==> src/rtl/ypp_pkg.sv <==
package ypp_pkg;

    // Field and state widths.
    localparam int ANGLE_BITS = 24;
    localparam int SUM_BITS   = 48;
    localparam int GAIN_BITS  = 8;
    localparam int DRIVE_BITS = 11;

    // Widths of the intermediate terms.
    localparam int ERR_BITS    = ANGLE_BITS + 1;
    localparam int DIFF_BITS   = ANGLE_BITS + 2;
    localparam int PROD_P_BITS = ERR_BITS + GAIN_BITS + 1;
    localparam int PROD_D_BITS = DIFF_BITS + GAIN_BITS + 1;
    localparam int PD_BITS     = PROD_D_BITS + 1;
    localparam int PD200_BITS  = PD_BITS + 8;
    localparam int PROD_I_BITS = SUM_BITS + GAIN_BITS + 1;
    localparam int TOTAL_BITS  =
        ((PD200_BITS > PROD_I_BITS) ? PD200_BITS : PROD_I_BITS) + 1;

    // Configuration port.
    localparam int CFG_INDEX_BITS = 2;
    localparam int CFG_DATA_BITS  = GAIN_BITS;

    // Output scaling: divide by 200, shift right by 2, clamp to +-1000.
    localparam int I_DIVISOR      = 200;
    localparam int DIV_POW2_SHIFT = 3;
    localparam int DIV_ODD        = I_DIVISOR >> DIV_POW2_SHIFT;
    localparam int OUT_SHIFT      = 2;
    localparam int DRIVE_MAX      = 1000;

    // Totals at or beyond these bounds clamp the drive.
    localparam int TOTAL_HI = I_DIVISOR * (DRIVE_MAX << OUT_SHIFT);
    localparam int TOTAL_LO =
        -(I_DIVISOR * ((DRIVE_MAX << OUT_SHIFT) - ((1 << OUT_SHIFT) - 1)));

    // Reciprocal division of the in-range magnitude by the odd factor.
    localparam int MAG_BITS    = 20;
    localparam int Y_BITS      = MAG_BITS - DIV_POW2_SHIFT;
    localparam int RECIP_SHIFT = 22;
    localparam int RECIP_BITS  = 18;
    localparam int RECIP_ODD   = ((1 << RECIP_SHIFT) + DIV_ODD - 1) / DIV_ODD;
    localparam int PRODQ_BITS  = Y_BITS + RECIP_BITS;
    localparam int Q_BITS      = 12;
    localparam int VQ_BITS     = Q_BITS + 1;

    typedef logic [CFG_INDEX_BITS-1:0] cfg_index_t;

    typedef enum logic [CFG_INDEX_BITS-1:0] {
        REG_GAIN_P = 2'd0,
        REG_GAIN_I = 2'd1,
        REG_GAIN_D = 2'd2
    } cfg_reg_t;

    typedef struct packed {
        logic [GAIN_BITS-1:0] p;
        logic [GAIN_BITS-1:0] i;
        logic [GAIN_BITS-1:0] d;
    } gains_t;

    // Integral stage to gain stage.
    typedef struct packed {
        logic                        valid;
        logic signed [ERR_BITS-1:0]  err;
        logic signed [DIFF_BITS-1:0] diff;
        logic signed [SUM_BITS-1:0]  sum;
    } integ_bus_t;

    // Gain stage to output scaling.
    typedef struct packed {
        logic                         valid;
        logic signed [TOTAL_BITS-1:0] total;
    } total_bus_t;

endpackage

==> src/rtl/ypp_if.sv <==
// Angle request channel.
interface ypp_angle_if;
    import ypp_pkg::*;

    logic                          valid;
    logic                          ready;
    logic signed [ANGLE_BITS-1:0]  measured_angle;
    logic signed [ANGLE_BITS-1:0]  target_angle;

    modport source (output valid, output measured_angle, output target_angle, input ready);
    modport sink (input valid, input measured_angle, input target_angle, output ready);
endinterface

// Drive request channel.
interface ypp_drive_if;
    import ypp_pkg::*;

    logic                          valid;
    logic                          ready;
    logic signed [DRIVE_BITS-1:0]  drive;

    modport source (output valid, output drive, input ready);
    modport sink (input valid, input drive, output ready);
endinterface

==> src/rtl/ypp_integ.sv <==
module ypp_integ (
    input  logic                                clk,
    input  logic                                rst_n,
    input  logic                                in_valid,
    output logic                                in_ready,
    input  logic signed [ypp_pkg::ANGLE_BITS-1:0] measured_angle,
    input  logic signed [ypp_pkg::ANGLE_BITS-1:0] target_angle,
    output ypp_pkg::integ_bus_t                 out_bus,
    input  logic                                out_ready
);
    import ypp_pkg::*;

    localparam logic signed [SUM_BITS-1:0] SUM_MAX = {1'b0, {(SUM_BITS-1){1'b1}}};
    localparam logic signed [SUM_BITS-1:0] SUM_MIN = {1'b1, {(SUM_BITS-1){1'b0}}};

    logic                        err_valid_reg;
    logic signed [ERR_BITS-1:0]  err_reg;
    logic signed [ERR_BITS-1:0]  err_next;
    logic                        integ_valid_reg;
    logic signed [ERR_BITS-1:0]  last_err_reg;
    logic signed [DIFF_BITS-1:0] diff_reg;
    logic signed [DIFF_BITS-1:0] diff_next;
    logic signed [SUM_BITS-1:0]  sum_reg;
    logic signed [SUM_BITS-1:0]  sum_next;
    logic signed [SUM_BITS:0]    sum_wide;
    logic                        err_ready;
    logic                        integ_ready;
    logic                        err_load;
    logic                        integ_load;

    // A stage takes a new request when it is empty or its content moves on.
    assign integ_ready = !integ_valid_reg || out_ready;
    assign err_ready   = !err_valid_reg || integ_ready;
    assign in_ready    = err_ready;
    assign err_load    = err_ready && in_valid;
    assign integ_load  = integ_ready && err_valid_reg;

    // Angle error, one bit wider than the angles.
    assign err_next = ERR_BITS'(measured_angle) - ERR_BITS'(target_angle);

    // Saturating integral: a sum beyond the signed range clamps to the limit on that side.
    always_comb
    begin
        sum_wide = (SUM_BITS+1)'(sum_reg) + (SUM_BITS+1)'(err_reg);
        if (sum_wide[SUM_BITS] != sum_wide[SUM_BITS-1])
        begin
            sum_next = sum_wide[SUM_BITS] ? SUM_MIN : SUM_MAX;
        end
        else
        begin
            sum_next = sum_wide[SUM_BITS-1:0];
        end
    end

    // Change in error since the previous request.
    assign diff_next = DIFF_BITS'(err_reg) - DIFF_BITS'(last_err_reg);

    // Stage valid flags and the loop state.
    always_ff @(posedge clk or negedge rst_n)
    begin
        if (!rst_n)
        begin
            err_valid_reg   <= 1'b0;
            integ_valid_reg <= 1'b0;
            sum_reg         <= '0;
            last_err_reg    <= '0;
        end
        else
        begin
            if (err_ready)
            begin
                err_valid_reg <= in_valid;
            end
            if (integ_ready)
            begin
                integ_valid_reg <= err_valid_reg;
            end
            if (integ_load)
            begin
                sum_reg      <= sum_next;
                last_err_reg <= err_reg;
            end
        end
    end

    // Payload registers.
    always_ff @(posedge clk)
    begin
        if (err_load)
        begin
            err_reg <= err_next;
        end
        if (integ_load)
        begin
            diff_reg <= diff_next;
        end
    end

    assign out_bus.valid = integ_valid_reg;
    assign out_bus.err   = last_err_reg;
    assign out_bus.diff  = diff_reg;
    assign out_bus.sum   = sum_reg;

endmodule

==> src/rtl/ypp_gain_mul.sv <==
module ypp_gain_mul (
    input  logic                clk,
    input  logic                rst_n,
    input  ypp_pkg::gains_t     gains,
    input  ypp_pkg::integ_bus_t in_bus,
    output logic                in_ready,
    output ypp_pkg::total_bus_t out_bus,
    input  logic                out_ready
);
    import ypp_pkg::*;

    logic                          mul_valid_reg;
    logic signed [PROD_P_BITS-1:0] prod_p_reg;
    logic signed [PROD_D_BITS-1:0] prod_d_reg;
    logic signed [PROD_I_BITS-1:0] prod_i_reg;
    logic signed [PROD_P_BITS-1:0] prod_p_next;
    logic signed [PROD_D_BITS-1:0] prod_d_next;
    logic signed [PROD_I_BITS-1:0] prod_i_next;
    logic                          pd_valid_reg;
    logic signed [PD_BITS-1:0]     pd_sum;
    logic signed [PD200_BITS-1:0]  pd200_reg;
    logic signed [PD200_BITS-1:0]  pd200_next;
    logic signed [PROD_I_BITS-1:0] prod_i_hold_reg;
    logic                          tot_valid_reg;
    logic signed [TOTAL_BITS-1:0]  total_reg;
    logic signed [TOTAL_BITS-1:0]  total_next;
    logic                          mul_ready;
    logic                          pd_ready;
    logic                          tot_ready;

    // Backpressure chain through the three stages.
    assign tot_ready = !tot_valid_reg || out_ready;
    assign pd_ready  = !pd_valid_reg || tot_ready;
    assign mul_ready = !mul_valid_reg || pd_ready;
    assign in_ready  = mul_ready;

    // Gain products; the gains are unsigned.
    assign prod_p_next = in_bus.err * $signed({1'b0, gains.p});
    assign prod_d_next = in_bus.diff * $signed({1'b0, gains.d});
    assign prod_i_next = in_bus.sum * $signed({1'b0, gains.i});

    // Proportional and derivative terms scaled up to the integral divisor.
    assign pd_sum     = PD_BITS'(prod_p_reg) + PD_BITS'(prod_d_reg);
    assign pd200_next = PD200_BITS'(pd_sum) * PD200_BITS'(I_DIVISOR);

    // Whole control value times the divisor.
    assign total_next = TOTAL_BITS'(pd200_reg) + TOTAL_BITS'(prod_i_hold_reg);

    always_ff @(posedge clk or negedge rst_n)
    begin
        if (!rst_n)
        begin
            mul_valid_reg <= 1'b0;
            pd_valid_reg  <= 1'b0;
            tot_valid_reg <= 1'b0;
        end
        else
        begin
            if (mul_ready)
            begin
                mul_valid_reg <= in_bus.valid;
            end
            if (pd_ready)
            begin
                pd_valid_reg <= mul_valid_reg;
            end
            if (tot_ready)
            begin
                tot_valid_reg <= pd_valid_reg;
            end
        end
    end

    always_ff @(posedge clk)
    begin
        if (mul_ready && in_bus.valid)
        begin
            prod_p_reg <= prod_p_next;
            prod_d_reg <= prod_d_next;
            prod_i_reg <= prod_i_next;
        end
        if (pd_ready && mul_valid_reg)
        begin
            pd200_reg       <= pd200_next;
            prod_i_hold_reg <= prod_i_reg;
        end
        if (tot_ready && pd_valid_reg)
        begin
            total_reg <= total_next;
        end
    end

    assign out_bus.valid = tot_valid_reg;
    assign out_bus.total = total_reg;

endmodule

==> src/rtl/ypp_out_scale.sv <==
module ypp_out_scale (
    input  logic                                 clk,
    input  logic                                 rst_n,
    input  ypp_pkg::total_bus_t                  in_bus,
    output logic                                 in_ready,
    output logic                                 out_valid,
    input  logic                                 out_ready,
    output logic signed [ypp_pkg::DRIVE_BITS-1:0] drive
);
    import ypp_pkg::*;

    localparam logic signed [TOTAL_BITS-1:0] TOT_HI = TOTAL_BITS'(TOTAL_HI);
    localparam logic signed [TOTAL_BITS-1:0] TOT_LO = TOTAL_BITS'(TOTAL_LO);
    localparam logic [RECIP_BITS-1:0]        RECIP  = RECIP_BITS'(RECIP_ODD);

    logic                         lim_valid_reg;
    logic                         hi_reg;
    logic                         lo_reg;
    logic                         neg_reg;
    logic [Y_BITS-1:0]            y_reg;
    logic [TOTAL_BITS-1:0]        mag;
    logic                         div_valid_reg;
    logic                         hi_div_reg;
    logic                         lo_div_reg;
    logic                         neg_div_reg;
    logic [Q_BITS-1:0]            q_reg;
    logic [PRODQ_BITS-1:0]        prod_q;
    logic signed [VQ_BITS-1:0]    q_signed;
    logic signed [VQ_BITS-1:0]    vq;
    logic signed [VQ_BITS-1:0]    vq_shift;
    logic signed [DRIVE_BITS-1:0] drive_next;
    logic                         out_valid_reg;
    logic signed [DRIVE_BITS-1:0] drive_reg;
    logic                         lim_ready;
    logic                         div_ready;
    logic                         out_stage_ready;

    assign out_stage_ready = !out_valid_reg || out_ready;
    assign div_ready       = !div_valid_reg || out_stage_ready;
    assign lim_ready       = !lim_valid_reg || div_ready;
    assign in_ready        = lim_ready;

    // Magnitude of the total; only its low bits matter when no clamp applies.
    assign mag = in_bus.total[TOTAL_BITS-1] ? TOTAL_BITS'(-in_bus.total)
                                            : TOTAL_BITS'(in_bus.total);

    // Division by the odd factor through a scaled reciprocal.
    assign prod_q = PRODQ_BITS'(y_reg) * PRODQ_BITS'(RECIP);

    // Truncated quotient, arithmetic shift, then the clamp.
    always_comb
    begin
        q_signed = $signed({1'b0, q_reg});
        vq       = neg_div_reg ? -q_signed : q_signed;
        vq_shift = vq >>> OUT_SHIFT;
        if (hi_div_reg)
        begin
            drive_next = DRIVE_BITS'(DRIVE_MAX);
        end
        else if (lo_div_reg)
        begin
            drive_next = DRIVE_BITS'(-DRIVE_MAX);
        end
        else
        begin
            drive_next = vq_shift[DRIVE_BITS-1:0];
        end
    end

    always_ff @(posedge clk or negedge rst_n)
    begin
        if (!rst_n)
        begin
            lim_valid_reg <= 1'b0;
            div_valid_reg <= 1'b0;
            out_valid_reg <= 1'b0;
        end
        else
        begin
            if (lim_ready)
            begin
                lim_valid_reg <= in_bus.valid;
            end
            if (div_ready)
            begin
                div_valid_reg <= lim_valid_reg;
            end
            if (out_stage_ready)
            begin
                out_valid_reg <= div_valid_reg;
            end
        end
    end

    always_ff @(posedge clk)
    begin
        if (lim_ready && in_bus.valid)
        begin
            hi_reg  <= (in_bus.total >= TOT_HI);
            lo_reg  <= (in_bus.total <= TOT_LO);
            neg_reg <= in_bus.total[TOTAL_BITS-1];
            y_reg   <= mag[MAG_BITS-1:DIV_POW2_SHIFT];
        end
        if (div_ready && lim_valid_reg)
        begin
            hi_div_reg  <= hi_reg;
            lo_div_reg  <= lo_reg;
            neg_div_reg <= neg_reg;
            q_reg       <= prod_q[RECIP_SHIFT +: Q_BITS];
        end
        if (out_stage_ready && div_valid_reg)
        begin
            drive_reg <= drive_next;
        end
    end

    assign out_valid = out_valid_reg;
    assign drive     = drive_reg;

endmodule

==> src/rtl/yaw_pid_pwm.sv <==
// Channel   Role   Fields                              Accepted when
// angles    sink   measured_angle, target_angle        valid and ready high at clk
// motor     source drive                               valid and ready high at clk
// cfg       write  cfg_index (0 gain_p, 1 i, 2 d)      cfg_wr_en high at clk
//
// A request passes through the eight pipeline stages (error, integral, gain products,
// term sum, total, clamp test, reciprocal multiply, output) to the output register;
// one request can enter every cycle unless a stalled output has backed the pipeline up.
// Reset clears the gains, the integral sum, the previous error and all stage flags.
// A stalled result holds in the output register while earlier stages keep filling.
module yaw_pid_pwm (
    input  logic                               clk,
    input  logic                               rst_n,
    ypp_angle_if.sink                          angles,
    ypp_drive_if.source                        motor,
    input  logic                               cfg_wr_en,
    input  ypp_pkg::cfg_index_t                cfg_index,
    input  logic [ypp_pkg::CFG_DATA_BITS-1:0]  cfg_data
);
    import ypp_pkg::*;

    gains_t     gains_reg;
    integ_bus_t integ_bus;
    total_bus_t total_bus;
    logic       integ_ready;
    logic       total_ready;

    // Gain registers; writes to an unused index are dropped.
    always_ff @(posedge clk or negedge rst_n)
    begin
        if (!rst_n)
        begin
            gains_reg <= '0;
        end
        else if (cfg_wr_en)
        begin
            unique case (cfg_index)
                REG_GAIN_P: gains_reg.p <= cfg_data;
                REG_GAIN_I: gains_reg.i <= cfg_data;
                REG_GAIN_D: gains_reg.d <= cfg_data;
                default:    gains_reg   <= gains_reg;
            endcase
        end
    end

    // Error, integral and derivative.
    ypp_integ u_integ (
        .clk            (clk),
        .rst_n          (rst_n),
        .in_valid       (angles.valid),
        .in_ready       (angles.ready),
        .measured_angle (angles.measured_angle),
        .target_angle   (angles.target_angle),
        .out_bus        (integ_bus),
        .out_ready      (integ_ready)
    );

    // Gain products and the combined total.
    ypp_gain_mul u_gain_mul (
        .clk       (clk),
        .rst_n     (rst_n),
        .gains     (gains_reg),
        .in_bus    (integ_bus),
        .in_ready  (integ_ready),
        .out_bus   (total_bus),
        .out_ready (total_ready)
    );

    // Divide, shift, clamp and the output register.
    ypp_out_scale u_out_scale (
        .clk       (clk),
        .rst_n     (rst_n),
        .in_bus    (total_bus),
        .in_ready  (total_ready),
        .out_valid (motor.valid),
        .out_ready (motor.ready),
        .drive     (motor.drive)
    );

endmodule

==> src/flat_wrapper.sv <==
// flat-port wrapper written by rule: the top's interface ports become plain ports
module yaw_pid_pwm_flat import ypp_pkg::*;
  (clk, rst_n, cfg_wr_en, cfg_index, cfg_data, angles_valid, angles_measured_angle, angles_target_angle, angles_ready, motor_valid, motor_drive, motor_ready);
  ypp_angle_if angles_i ();
  ypp_drive_if motor_i ();
  input  logic clk;
  input  logic rst_n;
  input  logic cfg_wr_en;
  input  ypp_pkg::cfg_index_t cfg_index;
  input  logic [ypp_pkg::CFG_DATA_BITS-1:0] cfg_data;
  input wire logic [$bits(angles_i.valid)-1:0] angles_valid;
  input wire logic [$bits(angles_i.measured_angle)-1:0] angles_measured_angle;
  input wire logic [$bits(angles_i.target_angle)-1:0] angles_target_angle;
  output wire logic [$bits(angles_i.ready)-1:0] angles_ready;
  output wire logic [$bits(motor_i.valid)-1:0] motor_valid;
  output wire logic [$bits(motor_i.drive)-1:0] motor_drive;
  input wire logic [$bits(motor_i.ready)-1:0] motor_ready;
  assign angles_i.valid = angles_valid;
  assign angles_i.measured_angle = angles_measured_angle;
  assign angles_i.target_angle = angles_target_angle;
  assign angles_ready = angles_i.ready;
  assign motor_valid = motor_i.valid;
  assign motor_drive = motor_i.drive;
  assign motor_i.ready = motor_ready;
  yaw_pid_pwm u_core (.clk(clk), .rst_n(rst_n), .angles(angles_i), .motor(motor_i), .cfg_wr_en(cfg_wr_en), .cfg_index(cfg_index), .cfg_data(cfg_data));
endmodule
==> config.mk <==
export PLATFORM = sky130hd
export DESIGN_NAME = yaw_pid_pwm_flat
export DESIGN_NICKNAME = d
export VERILOG_FILES = /design/src/rtl/ypp_pkg.sv /design/src/rtl/ypp_if.sv /design/src/rtl/ypp_integ.sv /design/src/rtl/ypp_gain_mul.sv /design/src/rtl/ypp_out_scale.sv /design/src/rtl/yaw_pid_pwm.sv /design/src/flat_wrapper.sv
export SDC_FILE = /design/constraint.sdc
export NUM_CORES = 2
export LEC_CHECK = 0
export ABC_AREA = 1
export BUFFER_PORTS_ARGS = -buffer_cell sky130_fd_sc_hd__buf_4
export CAP_MARGIN = 25
export CORE_UTILIZATION = 25
export DETAILED_ROUTE_END_ITERATION = 12
export GPL_ROUTABILITY_DRIVEN = 0
export GPL_TIMING_DRIVEN = 0
export SETUP_SLACK_MARGIN = 0.3
export SYNTH_ARGS = -nofsm -noshare
export SYNTH_HDL_FRONTEND = slang
export SYNTH_SLANG_ARGS = --single-unit
==> constraint.sdc <==
create_clock -name clk -period 18.45 [get_ports clk]
set_input_delay 4.6125 -clock clk [delete_from_list [all_inputs] [get_ports clk]]
set_output_delay 4.6125 -clock clk [all_outputs]
set_load 0.05 [all_outputs]
==> run_results.csv <==
group,metric,value,unit
final_layout,largest_reg_flops,58,
global_route,grt-ovfl-total,0,
sta,period_needed,11.61,ns
logic_synthesis,synth-edff-count,379,
global_route,grt_pass1_vias,53400,
sta,skew,0.0531,ns
logic_synthesis,synthArstFlopShare,21.7,%
final_layout,fill_cells,29200,
sta,finalHoldViolations,0,
logic_synthesis,ys.flop_type,"edfxtp_1",
clocking,cts_resized,0,
clocking,clock-sinks,484,
sta,finalSetupViolCount,0,
route,vias_per_cell,4.34,
logic_synthesis,yosysWarnings,0,
critical_path,critPathSlowestCell,"nor2_2",
sta,finalSetupTns,0,ns
logic_synthesis,ys_types,55,
logic_synthesis,netlist_top_cells_area,"fa_1 (22%), edfxtp_1 (17%), ha_1 (13%)",
route,drtPass1Iterations,7,
critical_path,critPathArrivalTime,7.00,ns
route,remaining_drc_errors,0,
logic_synthesis,yosysTopAreaCellShare,22.1,%
final_layout,drive_gt1_share,3.43,%
logic_synthesis,synth_top_area_cell,"fa_1",
sta,fin_crit_sh,62.9,%
worst_hold_path,hold_class,"reg2reg",
sta,slew_headroom,28.7,%
logic_synthesis,synth_xor_area_share,4.23,%
logic_synthesis,synthAdderAreaFrac,35.0,%
route,antenna_left,0,
job,maxCapViolCount,0,
floorplanning,fp.dieH,522,um
route,vias,53600,
logic_synthesis,synth_top_family_by_area,"adder cells",
floorplanning,initial_utilization,25.2,%
logic_synthesis,syn-cell-area,67500,um2
critical_path,critPathKind,"in2out",
logic_synthesis,ys_ff_latch,484,
critical_path,cp-start-kind,"primary input",
logic_synthesis,yosys-top-cells-count,"inv_1 (2177), nand2_1 (1940), fa_1 (744), ha_1 (698), nor2_1 (555)",
critical_path,crit_required,13.84,ns
sta,fmax,86.1,MHz
floorplanning,num_rows,190,
floorplanning,pin_count,76,
clocking,clockRootBuffer,"clkbuf_16",
place,post-dp-hpwl,157,mm
logic_synthesis,synth_seq_area_share,20.8,%
final_layout,num-nets-final,10300,
critical_path,critical_path.endpoint_type,"output port",
route,drt-total-wl,184,mm
sta,finalMaxSlewViolations,0,
sta,rsz0062_at_grt,"no",
floorplanning,die-area,272000,um2
logic_synthesis,synth_compound_area_share,9.14,%
logic_synthesis,synth.area.mux_share,0,%
sta,worstMarginPinSlew,1.07,ns
global_route,antenna_found_initial,2,
floorplanning,coreArea,268000,um2
clocking,ctsLongestPathBuffers,3,
clocking,cts-htree-levels,2,
clocking,hold_buffers,0,
clocking,cts_tree,"built",
logic_synthesis,yosysMostFrequentCell,"inv_1",
logic_synthesis,syn_inst,8622,
floorplanning,die_w,522,um
clocking,cts_made_buffers,52,
place,io_buffers,75,
logic_synthesis,yosys.area_share.simple,17.3,%
logic_synthesis,synth_nets,10100,
clocking,post_cts.repair.setup_buffers,0,
final_layout,syn2layout_area_growth,10.3,%
global_route,grt_usage,13.4,%
route,drtIter0Drc,3485,
route,avgRoutedWirePerCell,14.9,um
critical_path,crit_fanout,4,
clocking,clk_pin_slew,0.07,ns
global_route,grt_pass1_wl,291,mm
run_status,run_status,"completed",
logic_synthesis,syn_avg_cell_area,7.83,um2
critical_path,slowest_delay,0.43,ns
critical_path,crit_chain,"buf_4 > nor2_2 > inv_1 > nor2_1 > nand2_1 > nor2_2 > nand2_1 > nor2_2 > nand2_1 > nor2_1 > inv_1 > buf_4",
clocking,clock_latency,0.68,ns
global_route,grt_start_max_net_pins,81,
[cell usage in the layout, fill, tap and decap left out, types with 9 or more instances in the layout]
cell type	synthesis	final
a21boi_0	25	25
a21o_1	54	54
a21oi_1	416	415
a21oi_2	44	44
a31oi_1	75	75
buf_1	13	13
buf_4	0	74
clkbuf_1	169	179
clkbuf_16	0	53
clkbuf_2	17	17
dfrtp_1	105	105
edfxtp_1	379	379
fa_1	744	744
ha_1	698	698
inv_1	2177	2176
inv_2	9	9
nand2_1	1940	1940
nand2_2	24	24
nand3_1	182	182
nand3b_1	10	10
nand4_1	80	80
nor2_1	555	553
nor2_2	12	13
nor3_1	61	61
nor4_1	33	33
o211ai_1	13	13
o21a_1	35	35
o21ai_0	257	257
o21ai_1	25	25
o21bai_1	69	69
o221ai_1	10	10
xnor2_1	94	94
xor2_1	232	232
[metal layers]
metal  GRT usage (%)  vias up  wire length, um
met5               0        -                0
met4            4.17        0             5820
met3            1.64      230             9530
met2            22.7     1334            84800
met1            17.8    25300            83700
li1                -    26800                -
[cells by family (layout without fill, tap and decap cells)]
logic type                 count (synthesis)  in the layout
AOI/OAI and AO/OA                       1055           1055
and+or+nand+nor                         2912           2912
DFF                                      484            484
adders and majority gates               1442           1442
other                                      0              1
buffers and inverters                   2403           2581
xor gates and xnor gates                 326            326
[worst max-delay path: cells and delay by family]
family	cells	cell delay [ns]
buf+inv	4	0.54
simple gates	8	1.84
[metrics by stage]
step                instance area, um2  cells  hold slack (ns)  worst slack (ns)  util, %
floorplan                        67500   8622            0.400              8.15        -
global route                     74500  12400            0.416              6.65     27.8
CTS                              74500  12400            0.411              6.88     27.8
finish                           74500  12400            0.405              6.84     27.8
detailed placement               72700  12300            0.405              6.89     27.1
global placement                 72500  12200            0.401              6.27     27.0
[area by class of cell]
type	instances	area, um2	area share (%)
Antenna cell	1	2.50	0.00336
Sequential cell	484	14000	18.8
Clock buffer	64	1380	1.85
Timing Repair Buffer	83	744	0.999
Inverter	2187	8210	11.0
Multi-Input combinational cell	5735	44400	59.6
Clock inverter	31	392	0.526
Buffer	216	926	1.24
Tap cell	3552	4440	5.97
[worst paths after layout]
kind / startpoint / cells past startpoint / slack [ns] / endpoint
min: u_core.u_gain_mul.prod_i_reg[28]$_DFFE_PP_ / 0 / 0.40 / u_core.u_gain_mul.prod_i_hold_reg[28]$_DFFE_PP_
max in group asynchronous: rst_n / 2 / 13.70 / u_core.u_integ.sum_reg[45]$_DFFE_PN0P_
max: motor_ready / 12 / 6.84 / angles_ready
max reg2reg: u_core.gains_reg[13]$_DFFE_PN0P_ / 23 / 11.92 / u_core.u_gain_mul.prod_i_reg[41]$_DFFE_PP_
min reg2reg: u_core.u_gain_mul.prod_i_reg[28]$_DFFE_PP_ / 0 / 0.40 / u_core.u_gain_mul.prod_i_hold_reg[28]$_DFFE_PP_
min in group asynchronous: rst_n / 1 / 3.92 / u_core.u_out_scale.lim_valid_reg$_DFFE_PN0P_
Power is not shown: default switching activity piles up to over one toggle a cycle in this logic, so the estimate is an artifact.
